===== src/design/terminal_text_sanitizer_assert.svh =====
// Assertion macros for the terminal text sanitizer.
// Used by modules that carry concurrent checks; expects clk and rst in scope.
`ifndef TERMINAL_TEXT_SANITIZER_ASSERT_SVH
`define TERMINAL_TEXT_SANITIZER_ASSERT_SVH

// same-cycle implication
`define TTS_ASSERT_IMP(lbl, ante, cons, msg) \
  lbl: assert property (@(posedge clk) disable iff (rst) (ante) |-> (cons)) else $error(msg);

// next-cycle implication
`define TTS_ASSERT_NXT(lbl, ante, cons, msg) \
  lbl: assert property (@(posedge clk) disable iff (rst) (ante) |=> (cons)) else $error(msg);

`endif


===== src/design/tts_pkg.sv =====
// Shared constants and types for the terminal text sanitizer.
// No dependencies.
`timescale 1ns / 1ps

package tts_pkg;

  localparam int SEQ_DEPTH = 32;
  localparam int SEQ_AW    = 5;
  localparam int CNT_W     = 6;
  localparam int ROOM_W    = 16;

  localparam logic [ROOM_W-1:0] ROOM_RESET = 16'd8182;

  localparam logic [7:0] CH_ESC   = 8'h1B;
  localparam logic [7:0] CH_LBRK  = 8'h5B;
  localparam logic [7:0] CH_HIGH  = 8'h80;
  localparam logic [7:0] CH_TAB   = 8'h09;
  localparam logic [7:0] CH_LF    = 8'h0A;
  localparam logic [7:0] CH_CR    = 8'h0D;
  localparam logic [7:0] PRM_LO   = 8'h30;
  localparam logic [7:0] PRM_HI   = 8'h3F;
  localparam logic [7:0] INT_LO   = 8'h20;
  localparam logic [7:0] INT_HI   = 8'h2F;
  localparam logic [7:0] FIN_LO   = 8'h40;
  localparam logic [7:0] FIN_HI   = 8'h7E;

  typedef struct packed {
    logic       valid;
    logic [7:0] data;
    logic       text_end;
    logic       run_last;
  } res_item_t;

endpackage


===== src/design/tts_seq_ram.sv =====
// Escape sequence byte store: one write port, one read port, registered read.
// Depends on tts_pkg.
`timescale 1ns / 1ps

module tts_seq_ram (
  input  logic                       clk,
  input  logic                       we,
  input  logic [tts_pkg::SEQ_AW-1:0] waddr,
  input  logic [7:0]                 wdata,
  input  logic [tts_pkg::SEQ_AW-1:0] raddr,
  output logic [7:0]                 rdata
);

  logic [7:0] mem [tts_pkg::SEQ_DEPTH];

  always_ff @(posedge clk) begin
    if (we) begin
      mem[waddr] <= wdata;
    end
  end

  always_ff @(posedge clk) begin
    rdata <= mem[raddr];
  end

endmodule


===== src/design/tts_ctrl.sv =====
// Byte scanner and emit sequencer: parses CSI sequences, keeps room count,
// replays a buffered sequence from tts_seq_ram. Depends on tts_pkg, tts_seq_ram.
`timescale 1ns / 1ps

module tts_ctrl (
  input  logic                       clk,
  input  logic                       rst,
  input  logic                       in_valid,
  output logic                       in_ready,
  input  logic [7:0]                 in_byte,
  input  logic                       in_end,
  input  logic [tts_pkg::ROOM_W-1:0] room,
  input  logic                       dn_ready,
  output tts_pkg::res_item_t         res
);

`include "terminal_text_sanitizer_assert.svh"

  localparam logic [1:0] ST_IDLE = 2'd0;
  localparam logic [1:0] ST_DUMP = 2'd1;
  localparam logic [1:0] ST_TERM = 2'd2;

  localparam logic [1:0] M_NORMAL = 2'd0;
  localparam logic [1:0] M_ESC    = 2'd1;
  localparam logic [1:0] M_PARAM  = 2'd2;
  localparam logic [1:0] M_INTER  = 2'd3;

  localparam logic [tts_pkg::CNT_W-1:0] DEPTH_C = tts_pkg::CNT_W'(tts_pkg::SEQ_DEPTH);

  logic [1:0]                 state, state_next;
  logic [1:0]                 mode, mode_next;
  logic [tts_pkg::CNT_W-1:0]  count, count_next;
  logic                       too_long, too_long_next;
  logic [tts_pkg::ROOM_W-1:0] written, written_next;
  logic [tts_pkg::SEQ_AW-1:0] ptr, ptr_next;
  logic [tts_pkg::SEQ_AW-1:0] dump_last, dump_last_next;
  logic                       term_pend, term_pend_next;

  logic                       accept, active, in_seq;
  logic                       is_p, is_i, is_f, brk, run_normal;
  logic                       keep, is_esc, emit_char, append, has_room, fits, start_dump;
  logic [tts_pkg::ROOM_W:0]   seq_total;
  logic                       ram_we;
  logic [tts_pkg::SEQ_AW-1:0] ram_raddr;
  logic [7:0]                 ram_q;

  assign in_ready = (state == ST_IDLE) && dn_ready;
  assign accept   = in_valid && in_ready;
  assign active   = written < room;
  assign in_seq   = (mode == M_PARAM) || (mode == M_INTER);

  assign is_p = (mode == M_PARAM) && (in_byte >= tts_pkg::PRM_LO) && (in_byte <= tts_pkg::PRM_HI);
  assign is_i = (in_byte >= tts_pkg::INT_LO) && (in_byte <= tts_pkg::INT_HI);
  assign is_f = (in_byte >= tts_pkg::FIN_LO) && (in_byte <= tts_pkg::FIN_HI);
  assign brk  = in_seq && !(is_p || is_i || is_f);

  assign run_normal = active && ((mode == M_NORMAL) || brk);
  assign is_esc     = in_byte == tts_pkg::CH_ESC;
  assign keep       = (in_byte < tts_pkg::CH_HIGH) &&
                      (((in_byte >= tts_pkg::INT_LO) && (in_byte <= tts_pkg::FIN_HI)) ||
                       (in_byte == tts_pkg::CH_LF) || (in_byte == tts_pkg::CH_CR) ||
                       (in_byte == tts_pkg::CH_TAB));
  assign emit_char  = run_normal && keep;

  assign append    = active && in_seq && (is_p || is_i || is_f);
  assign has_room  = count < DEPTH_C;
  assign seq_total = {1'b0, written} + (tts_pkg::ROOM_W+1)'(count) +
                     (tts_pkg::ROOM_W+1)'(1);
  assign fits      = seq_total < {1'b0, room};
  assign start_dump = active && in_seq && is_f && !too_long && has_room && fits;

  assign ram_we = accept && append && has_room;

  always_comb begin
    if (state == ST_DUMP) begin
      ram_raddr = dn_ready ? ptr + 1'b1 : ptr;
    end else begin
      ram_raddr = '0;
    end
  end

  tts_seq_ram u_ram (
    .clk   (clk),
    .we    (ram_we),
    .waddr (count[tts_pkg::SEQ_AW-1:0]),
    .wdata (in_byte),
    .raddr (ram_raddr),
    .rdata (ram_q)
  );

  always_comb begin
    state_next     = state;
    mode_next      = mode;
    count_next     = count;
    too_long_next  = too_long;
    written_next   = written;
    ptr_next       = ptr;
    dump_last_next = dump_last;
    term_pend_next = term_pend;
    res            = '0;

    unique case (state)
      ST_IDLE: begin
        if (accept) begin
          if (active) begin
            unique case (mode)
              M_ESC: begin
                if (in_byte == tts_pkg::CH_LBRK) begin
                  count_next    = tts_pkg::CNT_W'(2);
                  too_long_next = 1'b0;
                  mode_next     = M_PARAM;
                end else begin
                  mode_next = M_NORMAL;
                end
              end
              M_PARAM, M_INTER: begin
                if (append) begin
                  if (has_room) begin
                    count_next = count + 1'b1;
                  end else begin
                    too_long_next = 1'b1;
                  end
                  if (is_i) begin
                    mode_next = M_INTER;
                  end
                end
                if (is_f || brk) begin
                  count_next    = '0;
                  too_long_next = 1'b0;
                  mode_next     = M_NORMAL;
                end
                if (start_dump) begin
                  written_next   = seq_total[tts_pkg::ROOM_W-1:0];
                  dump_last_next = count[tts_pkg::SEQ_AW-1:0];
                  ptr_next       = '0;
                  term_pend_next = in_end;
                  state_next     = ST_DUMP;
                end
              end
              default: begin
                mode_next = M_NORMAL;
              end
            endcase
            if (run_normal && is_esc) begin
              mode_next = M_ESC;
            end
            if (emit_char) begin
              written_next = written + 1'b1;
            end
          end
          if (in_end) begin
            mode_next     = M_NORMAL;
            count_next    = '0;
            too_long_next = 1'b0;
            written_next  = '0;
            if (emit_char) begin
              state_next = ST_TERM;
            end
          end
          res.valid    = emit_char || (in_end && !start_dump);
          res.data     = emit_char ? in_byte : 8'h00;
          res.text_end = !emit_char;
          res.run_last = emit_char ? !in_end : 1'b1;
        end
      end
      ST_DUMP: begin
        res.valid    = 1'b1;
        res.data     = (ptr == '0) ? tts_pkg::CH_ESC :
                       (ptr == tts_pkg::SEQ_AW'(1)) ? tts_pkg::CH_LBRK : ram_q;
        res.text_end = 1'b0;
        res.run_last = (ptr == dump_last) && !term_pend;
        if (dn_ready) begin
          ptr_next = ptr + 1'b1;
          if (ptr == dump_last) begin
            state_next = term_pend ? ST_TERM : ST_IDLE;
          end
        end
      end
      ST_TERM: begin
        res.valid    = 1'b1;
        res.data     = 8'h00;
        res.text_end = 1'b1;
        res.run_last = 1'b1;
        if (dn_ready) begin
          state_next = ST_IDLE;
        end
      end
      default: begin
        state_next = ST_IDLE;
      end
    endcase
  end

  always_ff @(posedge clk) begin
    if (rst) begin
      state     <= ST_IDLE;
      mode      <= M_NORMAL;
      count     <= '0;
      too_long  <= 1'b0;
      written   <= '0;
      ptr       <= '0;
      dump_last <= '0;
      term_pend <= 1'b0;
    end else begin
      state     <= state_next;
      mode      <= mode_next;
      count     <= count_next;
      too_long  <= too_long_next;
      written   <= written_next;
      ptr       <= ptr_next;
      dump_last <= dump_last_next;
      term_pend <= term_pend_next;
    end
  end

  `TTS_ASSERT_IMP(a_no_write_in_dump, ram_we, state == ST_IDLE, "seq store written outside idle")
  `TTS_ASSERT_IMP(a_ptr_in_range, state == ST_DUMP, ptr <= dump_last, "dump pointer overran")
  `TTS_ASSERT_NXT(a_term_clears, res.valid && res.text_end && dn_ready,
                  (written == '0) && (mode == M_NORMAL) && (count == '0),
                  "state not cleared after terminator")
  `TTS_ASSERT_IMP(a_dump_min_len, state == ST_DUMP, dump_last >= tts_pkg::SEQ_AW'(2),
                  "dumped sequence shorter than ESC [ final")

endmodule


===== src/design/terminal_text_sanitizer.sv =====
// Terminal text sanitizer top level: config register, scanner and output register.
// Depends on tts_pkg, tts_ctrl, tts_seq_ram.
//
//   port group   dir  contents
//   s_*          in   tdata = in_byte[7:0], tlast = chunk_end
//   m_*          out  tdata = out_byte[7:0], tuser = text_end, tlast = run_last
//   cfg_*        in   cfg_wdata = out_room[15:0], written when cfg_we is high
//
// Bytes with at most one result stream back to back while m_tready keeps up. A whole
// CSI of n bytes is replayed (ESC and [ from constants, the rest from sequence RAM),
// one entry per cycle alike; input stays held until it and any terminator are out.
// One output register; the scanner and the input stall while a result waits on m_tready.
// rst is synchronous; out_room resets to 8182, no clearing pass is needed.
`timescale 1ns / 1ps

module terminal_text_sanitizer (
  input  logic                       clk,
  input  logic                       rst,
  input  logic                       s_tvalid,
  output logic                       s_tready,
  input  logic [7:0]                 s_tdata,   // [7:0] in_byte
  input  logic                       s_tlast,
  output logic                       m_tvalid,
  input  logic                       m_tready,
  output logic [7:0]                 m_tdata,   // [7:0] out_byte
  output logic                       m_tuser,   // [0] text_end
  output logic                       m_tlast,
  input  logic                       cfg_we,
  input  logic [tts_pkg::ROOM_W-1:0] cfg_wdata
);

  logic [tts_pkg::ROOM_W-1:0] out_room;
  logic                       dn_ready;
  tts_pkg::res_item_t         res;

  always_ff @(posedge clk) begin
    if (rst) begin
      out_room <= tts_pkg::ROOM_RESET;
    end else if (cfg_we) begin
      out_room <= cfg_wdata;
    end
  end

  assign dn_ready = !m_tvalid || m_tready;

  tts_ctrl u_ctrl (
    .clk      (clk),
    .rst      (rst),
    .in_valid (s_tvalid),
    .in_ready (s_tready),
    .in_byte  (s_tdata),
    .in_end   (s_tlast),
    .room     (out_room),
    .dn_ready (dn_ready),
    .res      (res)
  );

  always_ff @(posedge clk) begin
    if (rst) begin
      m_tvalid <= 1'b0;
    end else if (dn_ready) begin
      m_tvalid <= res.valid;
    end
  end

  always_ff @(posedge clk) begin
    if (dn_ready && res.valid) begin
      m_tdata <= res.data;
      m_tuser <= res.text_end;
      m_tlast <= res.run_last;
    end
  end

endmodule

===== config.mk =====
export PLATFORM = sky130hd
export DESIGN_NAME = terminal_text_sanitizer
export DESIGN_NICKNAME = d
export VERILOG_FILES = /design/src/design/tts_pkg.sv /design/src/design/tts_seq_ram.sv /design/src/design/tts_ctrl.sv /design/src/design/terminal_text_sanitizer.sv
export VERILOG_INCLUDE_DIRS = /design/src /design/src/design
export SDC_FILE = /design/constraint.sdc
export NUM_CORES = 1
export LEC_CHECK = 0
export BUFFER_PORTS_ARGS = -buffer_cell sky130_fd_sc_hd__buf_2
export CORE_MARGIN = 8
export CORE_UTILIZATION = 30
export CTS_CLUSTER_DIAMETER = 120
export DETAILED_ROUTE_END_ITERATION = 8
export MAX_ROUTING_LAYER = met4
export PLACE_DENSITY_LB_ADDON = 0.25
export SYNTH_ARGS = -nofsm -noshare
export SYNTH_HDL_FRONTEND = slang
export SYNTH_SLANG_ARGS = --single-unit

===== constraint.sdc =====
create_clock -name clk -period 7.5 [get_ports clk]
set_clock_uncertainty 0.2 [all_clocks]
set_input_delay 0.375 -clock clk [delete_from_list [all_inputs] [get_ports clk]]
set_output_delay 0.375 -clock clk [all_outputs]
set_load 0.01 [all_outputs]

==> flow_summary.json <==
{
  "status": "complete, no violations",
  "synth_edf_count": 266,
  "powerDensity_nw_per_um2": 223.3,
  "clockBufferDepth": 3,
  "clk_pin_slew_ns": 0.06,
  "drt_wl_total_mm": 37.67,
  "grt_pass1_wl_mm": 56.99,
  "ys_types": 67,
  "placed_area_sq_um": 15710,
  "clock_latency_ns": 0.56,
  "crit_fanout": 11,
  "initial_core_util_pct": 30.27,
  "cpPeakStageDelay_ns": 1.00,
  "drive_gt1_share_pct": 15.42,
  "dieArea_sq_um": 56540,
  "worst_pin_slew_ns": 1.244,
  "power_frac_seq_pct": 52.7,
  "max_slew_margin_pct": 16.71,
  "critical_path_class": "flop to flop",
  "hold_path_class": "primary input to flop",
  "std_cell_rows": 81,
  "critPathLaunch": "u_ctrl.count[0]",
  "synthCells": 1087,
  "final_cell_mix": "edfxtp_1, nand2_1, nor2_1",
  "worstSetupEndpointType": "flop",
  "yosys_warnings": 0,
  "synth-seq-cells": 329,
  "vias": 9046,
  "hp-start": "s_tvalid",
  "p_sw_uw": 829.7,
  "vias_per_cell": 4.940,
  "first_pass_iters": 5,
  "die_h_microns": 237.8,
  "async_flop_share_pct": 0,
  "cts_made_buffers": 36,
  "crit_chain": "inv_1 > ha_1 > inv_1 > fa_1 > a211oi_1 > o21bai_1 > a21oi_1 > nor2_1 > nand3_1 > xnor2_1 > ha_1 > o21ai_0 > o21a_1 > a21oi_1 > a21o_1 > o21ai_0 > a31oi_1 > o21bai_1 > a21o_1",
  "layout_commonest_cell": "edfxtp_1",
  "critPathArrivalTime_ns": 5.40,
  "syn2layout_area_growth_pct": 14.74,
  "die_w_microns": 237.8,
  "hold_viol": 0,
  "fillers": 4766,
  "fin_area_sq_um": 16930,
  "cts.sinks": 329,
  "drc": 0,
  "synth_ff_type": "edfxtp_1",
  "path_delay_family": "compound AO/OA/AOI/OAI gates",
  "cp_num_buf_inv": 2,
  "detailed_place_hpwl_mm": 24.31,
  "grt_antenna_before_repair": 0,
  "drt_iter0_markers": 743,
  "diodes": 0,
  "grt_pass1_vias": 9097,
  "p_int_uw": 2952,
  "critPathRequiredTime_ns": 7.80,
  "power_frac_comb_pct": 3.8,
  "min_period_ns": 5.098,
  "io_pins": 42,
  "setup_violations": 0,
  "root_buffer": "clkbuf_16",
  "cp-start-kind": "flop",
  "postCtsSetupRepairBufs": 0,
  "nets": 1223,
  "post_drt_wl_per_cell_microns": 20.57,
  "numPortBuffers": 41,
  "overflow": 0,
  "ant_nets": 0,
  "cts_tree": "built",
  "peakVddDrop_mv": 0.1284,
  "core-area_sq_um": 48750,
  "post-route-period-util_pct": 67.98,
  "synthesis.area_sq_um": 14760,
  "cp_slowest_cell": "a31oi_1",
  "swShare_pct": 21.94,
  "ys_seq_area_share_pct": 62.68,
  "place.gp.congestion": 0.7958,
  "drv_cap": 0,
  "power.share.clock_pct": 43.5,
  "drv_slew": 0,
  "htree_num_levels": 2,
  "track_usage_pct": 13.62,
  "max_freq_ghz": 0.1961,
  "syn_area_per_cell_sq_um": 13.58,
  "r2r_start": "u_ctrl.count[0]",
  "synthesis.nets": 1166,
  "final.setup.tns_ns": 0,
  "rsz0062_at_grt": "no",
  "grt_max_degree": 54,
  "p_leak_uw": 0.005733
}
[routing by layer]
metal / up-vias / global-route usage, % / share of wire [%]
met5: - / - / 0
li1: 4251 / - / -
met2: 176 / 20.93 / 46
met4: 0 / 3.726 / 1.8
met1: 4572 / 18.59 / 48
met3: 47 / 2.166 / 4.2
[layout make-up]
| class | count | area, sq um | area share, % |
|---|---|---|---|
| clock inverter | 16 | 126.4 | 0.7463 |
| clock buffer | 45 | 934.6 | 5.520 |
| inverter | 33 | 123.9 | 0.7315 |
| multi-input combinational | 676 | 5220 | 30.83 |
| timing repair buffer | 68 | 447.9 | 2.645 |
| sequential | 329 | 9249 | 54.62 |
| tap | 664 | 830.8 | 4.907 |
[synth_stat cells (5+ instances only)]
cell | instances | area, sq um
mux4_2 | 64 | 1441
or3_1 | 5 | 31.28
o21a_1 | 9 | 67.56
o21ai_0 | 32 | 160.2
a21oi_1 | 39 | 195.2
and3_1 | 6 | 37.54
nor3b_1 | 5 | 37.54
a21o_1 | 7 | 52.55
buf_2 | 10 | 50.05
nand3b_1 | 5 | 37.54
nand2_1 | 136 | 510.5
a21boi_0 | 5 | 37.54
nand4_1 | 12 | 75.07
nand3_1 | 57 | 285.3
mux2i_1 | 11 | 110.1
inv_1 | 32 | 120.1
xor2_1 | 13 | 113.9
dfxtp_1 | 63 | 1261
nor2b_1 | 8 | 50.05
edfxtp_1 | 266 | 7988
xnor2_1 | 15 | 131.4
nand2b_1 | 7 | 43.79
a211oi_1 | 6 | 45.04
o211ai_1 | 16 | 120.1
clkbuf_1 | 35 | 131.4
nor3_1 | 17 | 85.08
ha_1 | 48 | 600.6
and4_1 | 8 | 70.07
nor2_1 | 82 | 307.8
[cells by family (layout without fill, tap and decap cells)]
group	after synthesis	after routing	synth area share, %
simple gates	367	367	11.73
mux	75	75	10.51
fa+ha+maj	49	49	4.206
xor+xnor	28	28	1.662
buf+inv	82	162	2.171
compound gates	157	157	7.046
flops	329	329	62.68
[worst paths after layout]
path | end | slack (ns) | depth (start not counted)
setup / recovery | u_ctrl.written[7] | 2.40 | 19
hold / removal | u_ctrl.ptr[0] | 0.06 | 3
setup reg to reg | u_ctrl.written[7] | 2.40 | 19
hold reg to reg | u_ctrl.dump_last[3] | 0.27 | 2
[what timing repair did]
item,CTS,global route
endpoints found under the hold margin,16,0
resized for setup,0,0
hold buffers,16,0
[flip-flops by register name, indices dropped and copies added (netlist names)]
signal,cells
u_ctrl.ptr,5
m_tdata,8
m_tlast,1
out_room,16
u_ctrl.count,6
u_ctrl.u_ram.mem,256
u_ctrl.written,16
u_ctrl.too_long,1
u_ctrl.state,2
u_ctrl.term_pend,1
u_ctrl.u_ram.rdata,8
u_ctrl.mode,2
m_tvalid,1
u_ctrl.dump_last,5
m_tuser,1
[stage by stage]
stage	worst slack [ns]	power (uW)	util [%]	hold WS, ns	cells
2_1_floorplan	3.210	2097	-	0.2288	1087
3_3_place_gp	2.533	2168	32.23	0.2416	1754
4_1_cts	2.422	3823	34.73	0.01866	1831
6_report	2.402	3781	34.73	0.06156	1831
5_1_grt	1.855	3899	34.73	0.07132	1831
3_5_place_dp	2.452	2170	32.23	0.2546	1754
[power by group through the flow]
| stage | clock network, uW | registers (uW) | logic [uW] |
|---|---|---|---|
| global route | 1750 | 1990 | 158 |
| global placement | 0 | 2030 | 136 |
| floorplan | 0 | 2030 | 64.6 |
| detailed placement | 0 | 2030 | 138 |
| CTS | 1680 | 1990 | 145 |
| finish | 1650 | 1990 | 143 |
[tightest hold or removal path, cell delays in order]
cell and delay (ns):
buf_2 0.13, a21boi_0 0.10, o31ai_1 0.17
Note: power is estimated with default switching activity, not from simulation.
